**src/segment_free_and_compaction_top_macros.svh**
```systemverilog
// ----------------------------------------------------------------------------
// segment_free_and_compaction_top_macros
// Assertion macros shared by the segment manager RTL.
// ----------------------------------------------------------------------------
`ifndef SEGMENT_FREE_AND_COMPACTION_TOP_MACROS_SVH
`define SEGMENT_FREE_AND_COMPACTION_TOP_MACROS_SVH

// Implication checked at every clock edge outside reset.
`define SFC_ASSERT_IMP(label, clk, rst, ante, cons, msg) \
  label: assert property (@(posedge clk) disable iff (rst) (ante) |-> (cons)) else $error(msg);

// Next-cycle implication checked outside reset.
`define SFC_ASSERT_NEXT(label, clk, rst, ante, cons, msg) \
  label: assert property (@(posedge clk) disable iff (rst) (ante) |=> (cons)) else $error(msg);

`endif

```
**src/sfc_pkg.sv**
```systemverilog
// ----------------------------------------------------------------------------
// sfc_pkg
// Operation and status codes of the segment table manager.
// ----------------------------------------------------------------------------
package sfc_pkg;

  // Address space width; it sets the address mask and span, but the port and table field widths are fixed.
  localparam int ADDRESS_BITS = 16;

  localparam logic [2:0] FUNC_CLEAR    = 3'd0;
  localparam logic [2:0] FUNC_LOAD_SEG = 3'd1;
  localparam logic [2:0] FUNC_LOAD_HOLE = 3'd2;
  localparam logic [2:0] FUNC_FREE     = 3'd3;
  localparam logic [2:0] FUNC_COMPACT  = 3'd4;

  localparam logic [1:0] ST_OK        = 2'd0;
  localparam logic [1:0] ST_NOT_FOUND = 2'd1;
  localparam logic [1:0] ST_FULL      = 2'd2;
  localparam logic [1:0] ST_EMPTY     = 2'd3;

endpackage

```
**src/segment_free_and_compaction_top.sv**
```systemverilog
// ----------------------------------------------------------------------------
// segment_free_and_compaction_top
// Segment and hole table manager: clear, load, free with hole merging, compaction.
// ----------------------------------------------------------------------------
// Channel   Dir  Content
// s_axis    in   tdata: func, segment_id, base, size
// m_axis    out  tdata: status..free_bytes, tlast: last
// cfg       in   free_bytes_start
// Each item is handled by a sequencer that moves through one table entry per
// cycle; a compaction moves a segment only when m_axis can take its result.
// A load walks the segment or the hole table, a free walks the segment table,
// then the hole table, and then merges pairs of holes, and a compaction walks
// the segment table. Reset is synchronous and clears counts and control. A
// stalled m_axis holds the result and keeps the block busy.
module segment_free_and_compaction_top
  import sfc_pkg::*;
#(
  parameter int SEGMENT_SLOTS = 16,
  parameter int HOLE_SLOTS    = 16
) (
  input  logic         clk,
  input  logic         rst,
  input  logic         s_axis_tvalid,
  output logic         s_axis_tready,
  // func[2:0], segment_id[18:3], base[34:19], size[51:35], zero pad
  input  logic [55:0]  s_axis_tdata,
  output logic         m_axis_tvalid,
  input  logic         m_axis_tready,
  // status[1:0], move_source[17:2], move_target[33:18], move_length[50:34],
  // hole_base[67:51], hole_size[84:68], free_bytes[101:85], zero pad
  output logic [103:0] m_axis_tdata,
  output logic         m_axis_tlast,
  input  logic         cfg_we,
  input  logic [16:0]  cfg_wdata
);

  localparam int SW = $clog2(SEGMENT_SLOTS + 1);
  localparam int HW = $clog2(HOLE_SLOTS + 1);
  localparam int SI = $clog2(SEGMENT_SLOTS);
  localparam int HI = $clog2(HOLE_SLOTS);
  // Walk counters serve both tables, so they cover the larger one.
  localparam int CW = (SW > HW) ? SW : HW;
  localparam logic [16:0] SPAN = 17'(64'd1 << ADDRESS_BITS);
  localparam logic [15:0] AMASK = 16'((64'd1 << ADDRESS_BITS) - 1);

  typedef enum logic [3:0] {
    S_IDLE, S_SEG_FIND, S_SEG_SHIFT, S_HOLE_FIND, S_HOLE_SHIFT, S_FREE_FIND,
    S_FREE_REMOVE, S_MERGE, S_MERGE_SHIFT, S_CMP_MOVE, S_OUT
  } state_t;

  state_t        state;
  logic [15:0]   seg_id   [SEGMENT_SLOTS];
  logic [15:0]   seg_base [SEGMENT_SLOTS];
  logic [16:0]   seg_size [SEGMENT_SLOTS];
  logic [16:0]   hole_b   [HOLE_SLOTS];
  logic [16:0]   hole_s   [HOLE_SLOTS];
  logic [SW-1:0] seg_cnt;
  logic [HW-1:0] hole_cnt;
  logic [16:0]   free_cnt;
  logic [16:0]   start_reg;
  logic [2:0]    func;
  logic [15:0]   in_id, in_base;
  logic [16:0]   in_size;
  logic [16:0]   ins_b, ins_s;
  logic [CW-1:0] si, hi;
  logic [HW-1:0] hidx;
  logic [16:0]   extent, pack_end;
  logic [103:0]  out_data;
  logic          out_last;

  // Merge candidate sums, the saturating free count sum and the next pack address.
  logic [17:0]   mend, msum;
  logic [16:0]   fsum;
  logic [16:0]   pk_next;
  logic [16:0]   cmp_hb, cmp_hs;
  assign mend    = 18'(hole_b[hi[HI-1:0]]) + 18'(hole_s[hi[HI-1:0]]);
  assign msum    = 18'(hole_s[hi[HI-1:0]]) + 18'(hole_s[HI'(hi + 1'b1)]);
  assign fsum    = (18'(free_cnt) + 18'(ins_s) > 18'(SPAN)) ? SPAN
                 : 17'(free_cnt + ins_s);
  assign pk_next = 17'({1'b0, pack_end[15:0] & AMASK} + seg_size[si[SI-1:0]]);

  // Trailing hole after compaction: base saturated, size clipped at zero.
  assign cmp_hb  = (pack_end > SPAN) ? SPAN : pack_end;
  assign cmp_hs  = (extent > pack_end) ? 17'(extent - pack_end) : '0;

  assign s_axis_tready = (state == S_IDLE);
  assign m_axis_tdata  = out_data;
  assign m_axis_tlast  = out_last;

  function automatic logic [103:0] pack(input logic [1:0] st, input logic [15:0] src,
      input logic [15:0] tgt, input logic [16:0] len, input logic [16:0] hb,
      input logic [16:0] hs, input logic [16:0] fb);
    pack = {2'b00, fb, hs, hb, len, tgt, src, st};
  endfunction

  // Sequencer with table storage and result register.
  always_ff @(posedge clk) begin
    if (rst) begin
      state <= S_IDLE;
      seg_cnt <= '0;
      hole_cnt <= '0;
      free_cnt <= '0;
      start_reg <= 17'd65536;
      m_axis_tvalid <= 1'b0;
    end else begin
      if (cfg_we) start_reg <= cfg_wdata;
      unique case (state)
        S_IDLE: begin
          if (s_axis_tvalid) begin
            func    <= s_axis_tdata[2:0];
            in_id   <= s_axis_tdata[18:3];
            in_base <= s_axis_tdata[34:19] & AMASK;
            in_size <= s_axis_tdata[51:35];
            ins_b   <= {1'b0, s_axis_tdata[34:19] & AMASK};
            ins_s   <= s_axis_tdata[51:35];
            si <= '0;
            hi <= '0;
            out_last <= 1'b1;
            unique case (s_axis_tdata[2:0])
              FUNC_CLEAR: begin
                seg_cnt <= '0;
                hole_cnt <= '0;
                free_cnt <= start_reg;
                out_data <= pack(ST_OK, '0, '0, '0, '0, '0, start_reg);
                m_axis_tvalid <= 1'b1;
                state <= S_OUT;
              end
              FUNC_LOAD_SEG: begin
                if (seg_cnt >= SW'(SEGMENT_SLOTS)) begin
                  out_data <= pack(ST_FULL, '0, '0, '0, '0, '0, free_cnt);
                  m_axis_tvalid <= 1'b1;
                  state <= S_OUT;
                end else begin
                  state <= S_SEG_FIND;
                end
              end
              FUNC_LOAD_HOLE: begin
                if (hole_cnt >= HW'(HOLE_SLOTS)) begin
                  out_data <= pack(ST_FULL, '0, '0, '0, '0, '0, free_cnt);
                  m_axis_tvalid <= 1'b1;
                  state <= S_OUT;
                end else begin
                  state <= S_HOLE_FIND;
                end
              end
              FUNC_FREE: begin
                state <= S_FREE_FIND;
              end
              FUNC_COMPACT: begin
                if (seg_cnt == '0) begin
                  out_data <= pack(ST_EMPTY, '0, '0, '0, '0, '0, free_cnt);
                  m_axis_tvalid <= 1'b1;
                  state <= S_OUT;
                end else begin
                  pack_end <= '0;
                  if (hole_cnt == '0 || {1'b0, seg_base[SI'(seg_cnt - 1'b1)]} >
                      hole_b[HI'(hole_cnt - 1'b1)])
                    extent <= 17'(seg_base[SI'(seg_cnt - 1'b1)]
                            + seg_size[SI'(seg_cnt - 1'b1)]);
                  else
                    extent <= 17'(hole_b[HI'(hole_cnt - 1'b1)]
                            + hole_s[HI'(hole_cnt - 1'b1)]);
                  state <= S_CMP_MOVE;
                end
              end
              default: begin
                out_data <= pack(ST_OK, '0, '0, '0, '0, '0, free_cnt);
                m_axis_tvalid <= 1'b1;
                state <= S_OUT;
              end
            endcase
          end
        end
        // Find the insertion place: after all entries with base <= new base.
        S_SEG_FIND: begin
          if (si < CW'(seg_cnt) && seg_base[si[SI-1:0]] <= in_base) si <= si + 1'b1;
          else begin
            hi <= CW'(seg_cnt);
            state <= S_SEG_SHIFT;
          end
        end
        // Shift entries up one by one from the top, then write the new one.
        S_SEG_SHIFT: begin
          if (si < hi) begin
            seg_id[SI'(hi)]   <= seg_id[SI'(hi - 1'b1)];
            seg_base[SI'(hi)] <= seg_base[SI'(hi - 1'b1)];
            seg_size[SI'(hi)] <= seg_size[SI'(hi - 1'b1)];
            hi <= hi - 1'b1;
          end else begin
            seg_id[si[SI-1:0]]   <= in_id;
            seg_base[si[SI-1:0]] <= in_base;
            seg_size[si[SI-1:0]] <= in_size;
            seg_cnt <= seg_cnt + 1'b1;
            out_data <= pack(ST_OK, '0, '0, '0, '0, '0, free_cnt);
            m_axis_tvalid <= 1'b1;
            state <= S_OUT;
          end
        end
        S_HOLE_FIND: begin
          if (hi < CW'(hole_cnt) && hole_b[hi[HI-1:0]] <= ins_b) hi <= hi + 1'b1;
          else begin
            hidx <= HW'(hi);
            si <= CW'(hole_cnt);
            state <= S_HOLE_SHIFT;
          end
        end
        S_HOLE_SHIFT: begin
          if (si > CW'(hidx)) begin
            hole_b[HI'(si)] <= hole_b[HI'(si - 1'b1)];
            hole_s[HI'(si)] <= hole_s[HI'(si - 1'b1)];
            si <= si - 1'b1;
          end else begin
            hole_b[hidx[HI-1:0]] <= ins_b;
            hole_s[hidx[HI-1:0]] <= ins_s;
            hole_cnt <= hole_cnt + 1'b1;
            if (func == FUNC_FREE) begin
              hi <= '0;
              state <= S_MERGE;
            end else begin
              out_data <= pack(ST_OK, '0, '0, '0, '0, '0, free_cnt);
              m_axis_tvalid <= 1'b1;
              state <= S_OUT;
            end
          end
        end
        // Search the first segment with a matching id.
        S_FREE_FIND: begin
          if (si >= CW'(seg_cnt)) begin
            out_data <= pack(ST_NOT_FOUND, '0, '0, '0, '0, '0, free_cnt);
            m_axis_tvalid <= 1'b1;
            state <= S_OUT;
          end else if (seg_id[si[SI-1:0]] == in_id) begin
            if (hole_cnt >= HW'(HOLE_SLOTS)) begin
              out_data <= pack(ST_FULL, '0, '0, '0, '0, '0, free_cnt);
              m_axis_tvalid <= 1'b1;
              state <= S_OUT;
            end else begin
              ins_b <= {1'b0, seg_base[si[SI-1:0]]};
              ins_s <= seg_size[si[SI-1:0]];
              in_base <= seg_base[si[SI-1:0]];
              state <= S_FREE_REMOVE;
            end
          end else si <= si + 1'b1;
        end
        // Close the gap in the segment table.
        S_FREE_REMOVE: begin
          if (si + 1'b1 < CW'(seg_cnt)) begin
            seg_id[si[SI-1:0]]   <= seg_id[SI'(si + 1'b1)];
            seg_base[si[SI-1:0]] <= seg_base[SI'(si + 1'b1)];
            seg_size[si[SI-1:0]] <= seg_size[SI'(si + 1'b1)];
            si <= si + 1'b1;
          end else begin
            seg_cnt <= seg_cnt - 1'b1;
            free_cnt <= fsum;
            hi <= '0;
            state <= S_HOLE_FIND;
          end
        end
        // Walk pairs of holes; merge when one ends where the next starts.
        S_MERGE: begin
          if (hi + 1'b1 < CW'(hole_cnt)) begin
            if (mend == 18'(hole_b[HI'(hi + 1'b1)])) begin
              hole_s[hi[HI-1:0]] <= (msum > 18'(SPAN)) ? SPAN : msum[16:0];
              if (CW'(hidx) > hi) hidx <= hidx - 1'b1;
              si <= hi + 1'b1;
              state <= S_MERGE_SHIFT;
            end else hi <= hi + 1'b1;
          end else begin
            out_data <= pack(ST_OK, '0, '0, '0, hole_b[hidx[HI-1:0]],
                             hole_s[hidx[HI-1:0]], free_cnt);
            m_axis_tvalid <= 1'b1;
            state <= S_OUT;
          end
        end
        S_MERGE_SHIFT: begin
          if (si + 1'b1 < CW'(hole_cnt)) begin
            hole_b[HI'(si)] <= hole_b[HI'(si + 1'b1)];
            hole_s[HI'(si)] <= hole_s[HI'(si + 1'b1)];
            si <= si + 1'b1;
          end else begin
            hole_cnt <= hole_cnt - 1'b1;
            state <= S_MERGE;
          end
        end
        // One move result per segment, then a final result with the trailing hole.
        S_CMP_MOVE: begin
          if (!m_axis_tvalid || m_axis_tready) begin
            if (si < CW'(seg_cnt)) begin
              out_data <= pack(ST_OK, seg_base[si[SI-1:0]], pack_end[15:0] & AMASK,
                               seg_size[si[SI-1:0]], '0, '0, free_cnt);
              out_last <= 1'b0;
              m_axis_tvalid <= 1'b1;
              seg_base[si[SI-1:0]] <= pack_end[15:0] & AMASK;
              pack_end <= pk_next;
              si <= si + 1'b1;
            end else begin
              hole_b[0] <= cmp_hb;
              hole_s[0] <= cmp_hs;
              hole_cnt <= HW'(1);
              out_data <= pack(ST_OK, '0, '0, '0, cmp_hb, cmp_hs, free_cnt);
              out_last <= 1'b1;
              m_axis_tvalid <= 1'b1;
              state <= S_OUT;
            end
          end
        end
        S_OUT: begin
          if (m_axis_tready) begin
            m_axis_tvalid <= 1'b0;
            state <= S_IDLE;
          end
        end
        default: state <= S_IDLE;
      endcase
    end
  end

`include "segment_free_and_compaction_top_macros.svh"

  `SFC_ASSERT_IMP(a_busy_no_ready, clk, rst, m_axis_tvalid, !s_axis_tready, "ready when busy")
  `SFC_ASSERT_IMP(a_seg_bound, clk, rst, 1'b1, seg_cnt <= SW'(SEGMENT_SLOTS), "seg overflow")
  `SFC_ASSERT_IMP(a_hole_bound, clk, rst, 1'b1, hole_cnt <= HW'(HOLE_SLOTS), "hole overflow")
  `SFC_ASSERT_NEXT(a_out_hold, clk, rst, m_axis_tvalid && !m_axis_tready, m_axis_tvalid && $stable(m_axis_tdata), "result dropped")

endmodule
```
**config.mk**
```make
export PLATFORM = sky130hd
export DESIGN_NAME = segment_free_and_compaction_top
export DESIGN_NICKNAME = d
export VERILOG_FILES = /design/src/sfc_pkg.sv /design/src/segment_free_and_compaction_top.sv
export VERILOG_INCLUDE_DIRS = /design/src /design/src/src
export SDC_FILE = /design/constraint.sdc
export NUM_CORES = 2
export LEC_CHECK = 0
export BUFFER_PORTS_ARGS = -buffer_cell sky130_fd_sc_hd__buf_4
export CAP_MARGIN = 5
export CORE_MARGIN = 4
export CORE_UTILIZATION = 40
export DETAILED_ROUTE_END_ITERATION = 8
export GPL_TIMING_DRIVEN = 0
export PLACE_DENSITY = 0.64
export SYNTH_ARGS = -nofsm -noshare
export SYNTH_HDL_FRONTEND = slang
export SYNTH_SLANG_ARGS = --single-unit
```
**constraint.sdc**
```tcl
create_clock -name clk -period 36.3 [get_ports clk]
set_clock_uncertainty 0.2 [all_clocks]
set_input_delay 5.445 -clock clk [delete_from_list [all_inputs] [get_ports clk]]
set_output_delay 5.445 -clock clk [all_outputs]
set_load 0.1 [all_outputs]
```
==> out/qor.csv <==
metric;value;unit
Root Buffer;clkbuf_16;
Worst-path clk slew;60;ps
Post-synth EDFFs;1551;
Routed Antenna Nets;0;
largest net degree at the start of global routing;34;
TNS Setup;0;ps
routed len/inst;48.8;µm
Vias/cell;7.82;
Synth async-reset ratio;0;%
HP Class;flip-flop to flip-flop;
initial antenna violation count;49;
Placeable Area;272000;µm²
Pins Over Slew Limit;187;
fmax;0.0635;GHz
Setup Crit Path Kind;flip-flop to flip-flop;
Hold Buf Count CTS;0;
Final period util;43.4;%
Die Wd;531;µm
most used cell, CP;buf_4;
share of cells above drive strength 1;36.5;%
Mean Syn Cell Area;15.9;µm²
worst hold slack;345;ps
GRT busiest layer;met2;
GP Congestion;1.06;
post-CTS setup buffer count;0;
synth warn;0;
max incr delay on CP;1090;ps
number of distinct library cells after synthesis;86;
top_reg_cell synth;edfxtp_1;
Period minus WS final;15740;ps
CTS resizes;0;
DR DRC count;5;
CP max stage cell;clkbuf_1;
first-pass GRT wire length;723;mm
CP arrival;16090;ps
Slew headroom;-8.42;%
initial core utilization;40.3;%
RSZ-0062 raised after global routing;no;
worst-skew pair later-pin latency;900;ps
GR Layer Usage met1;44.6;%
status;finished, violations left;
Post-Synthesis Cell Area;109000;µm²
Synth Instances;6879;
final number of setup-violating endpoints;0;
Final nets;7743;
met2 Track Usage GR;51.6;%
Total GRT Usage;38.0;%
Routed WL;547;mm
total iterations of the first detailed-routing run;9;
M3 GR Usage;21.1;%
Startpoint Class;flip-flop;
post-synthesis sequential area ratio;43.7;%
number of DRC markers in iteration 0;17810;
WP data required;36650;ps
CTS tree;done;
violated checks;DRC, capacitance limit, slew limit;
hpwl dp;398;mm
PortBufs;179;
# H-tree levels;4;
Syn Nets;7175;
Area growth syn-to-layout;14.8;%
Fin. Hold Viols;0;
measured slew at the worst slew-check pin;1630;ps
die footprint;282000;µm²
Critical Path Fanout Max;16;
Max-Cap Viols;20;
total grt overflow;0;
clk sinks;1612;
synthesis-stage register bit count;1612;
Ports;185;
CTS Buf Count;185;
Die Span Y;531;µm
vias in the first global route;81987;
CP Capture Type;flip-flop;
deepest clock path buffer count;3;
Vias;87715;
Largest regs;hole_b (272), hole_s (272), seg_size (272);
Rows;191;
metal layers:
metal	up-vias	share of wire [%]	wire [µm]
li1	30695	-	-
met1	44517	31	171000
met5	-	0.096	527
met3	2413	18	100000
met4	40	10	54600
met2	10050	40	221000
synthesized netlist by cell type, types with 87 or more instances:
| cell | n | area share, % |
|---|---|---|
| a21oi_1 | 172 | 0.79 |
| clkbuf_1 | 369 | 1.3 |
| edfxtp_1 | 1551 | 43 |
| ha_1 | 211 | 2.4 |
| xnor2_1 | 98 | 0.78 |
| nand3_1 | 197 | 0.90 |
| mux4_2 | 1820 | 37 |
| inv_1 | 134 | 0.46 |
| nor3_1 | 87 | 0.40 |
| o21ai_0 | 182 | 0.83 |
| nand2_1 | 432 | 1.5 |
| buf_1 | 176 | 0.60 |
| nor2_1 | 358 | 1.2 |
| mux2i_1 | 200 | 1.8 |
per-stage QoR:
stage / util, % / instance area (µm²) / std cells / setup slack [ps]
2_1_floorplan: - / 109000 / 6879 / 12670
3_3_place_gp: 42.4 / 115000 / 10628 / 1690
3_5_place_dp: 43.7 / 119000 / 10789 / 21210
4_1_cts: 46.0 / 125000 / 11125 / 21190
5_1_grt: 46.2 / 126000 / 11171 / 20750
6_report: 46.3 / 126000 / 11210 / 20560
cells in the final DEF, fill, tap and decap left out, types with 114 or more instances in the layout:
| cell type | instances |
|---|---|
| inv_1 | 134 |
| a21oi_1 | 170 |
| nand2_1 | 431 |
| nand3_1 | 197 |
| ha_1 | 211 |
| clkbuf_1 | 346 |
| mux4_2 | 1820 |
| nor2_1 | 309 |
| buf_4 | 216 |
| o21ai_0 | 135 |
| mux2i_1 | 198 |
| edfxtp_1 | 1551 |
| clkbuf_16 | 187 |
| buf_1 | 114 |
kinds of logic after synthesis:
logic type	Yosys count	share of synthesized area (%)
XOR/XNOR	163	1.34
AO/OA/AOI/OAI	837	5.10
AND/OR/NAND/NOR	1276	5.26
buffers and inverters	729	2.60
adder cells (fa/ha/maj)	218	2.54
multiplexers	2044	39.5
flip-flops	1612	43.7
path summary, 6_finish.rpt:
check,startpoint,to,slack (ps),cells past startpoint
setup / recovery,hi[0]$_DFFE_PP_,hole_s[12][1]$_DFFE_PP_,20560,31
setup reg to reg,hi[0]$_DFFE_PP_,hole_s[12][1]$_DFFE_PP_,20560,31
hold / removal,free_cnt[16]$_SDFFE_PP0P_,free_cnt[16]$_SDFFE_PP0P_,340,2
hold reg to reg,free_cnt[16]$_SDFFE_PP0P_,free_cnt[16]$_SDFFE_PP0P_,340,2
layout make-up:
type	instances	area, µm²
fillers	23106	146000
clock buffers	222	4860
plain buffers	593	2480
inverters	136	510
clock inverters	114	1270
diodes	44	110
repair buffers	381	4760
flip-flops and latches	1612	47800
multi-input cells	4538	59400
well taps	3570	4470
worst max-delay path: cells and delay by family, from the launching register on:
family	cells	cell delay [ps]
buffers and inverters	17	8620
AOI/OAI and AO/OA	7	2790
adders and majority gates	2	1130
muxes	2	1120
and+or+nand+nor	3	980
DFF	1	410
Power is left out: the tool's default activity adds up to more than one toggle a clock period on the data nets, which glitch-free logic cannot reach.
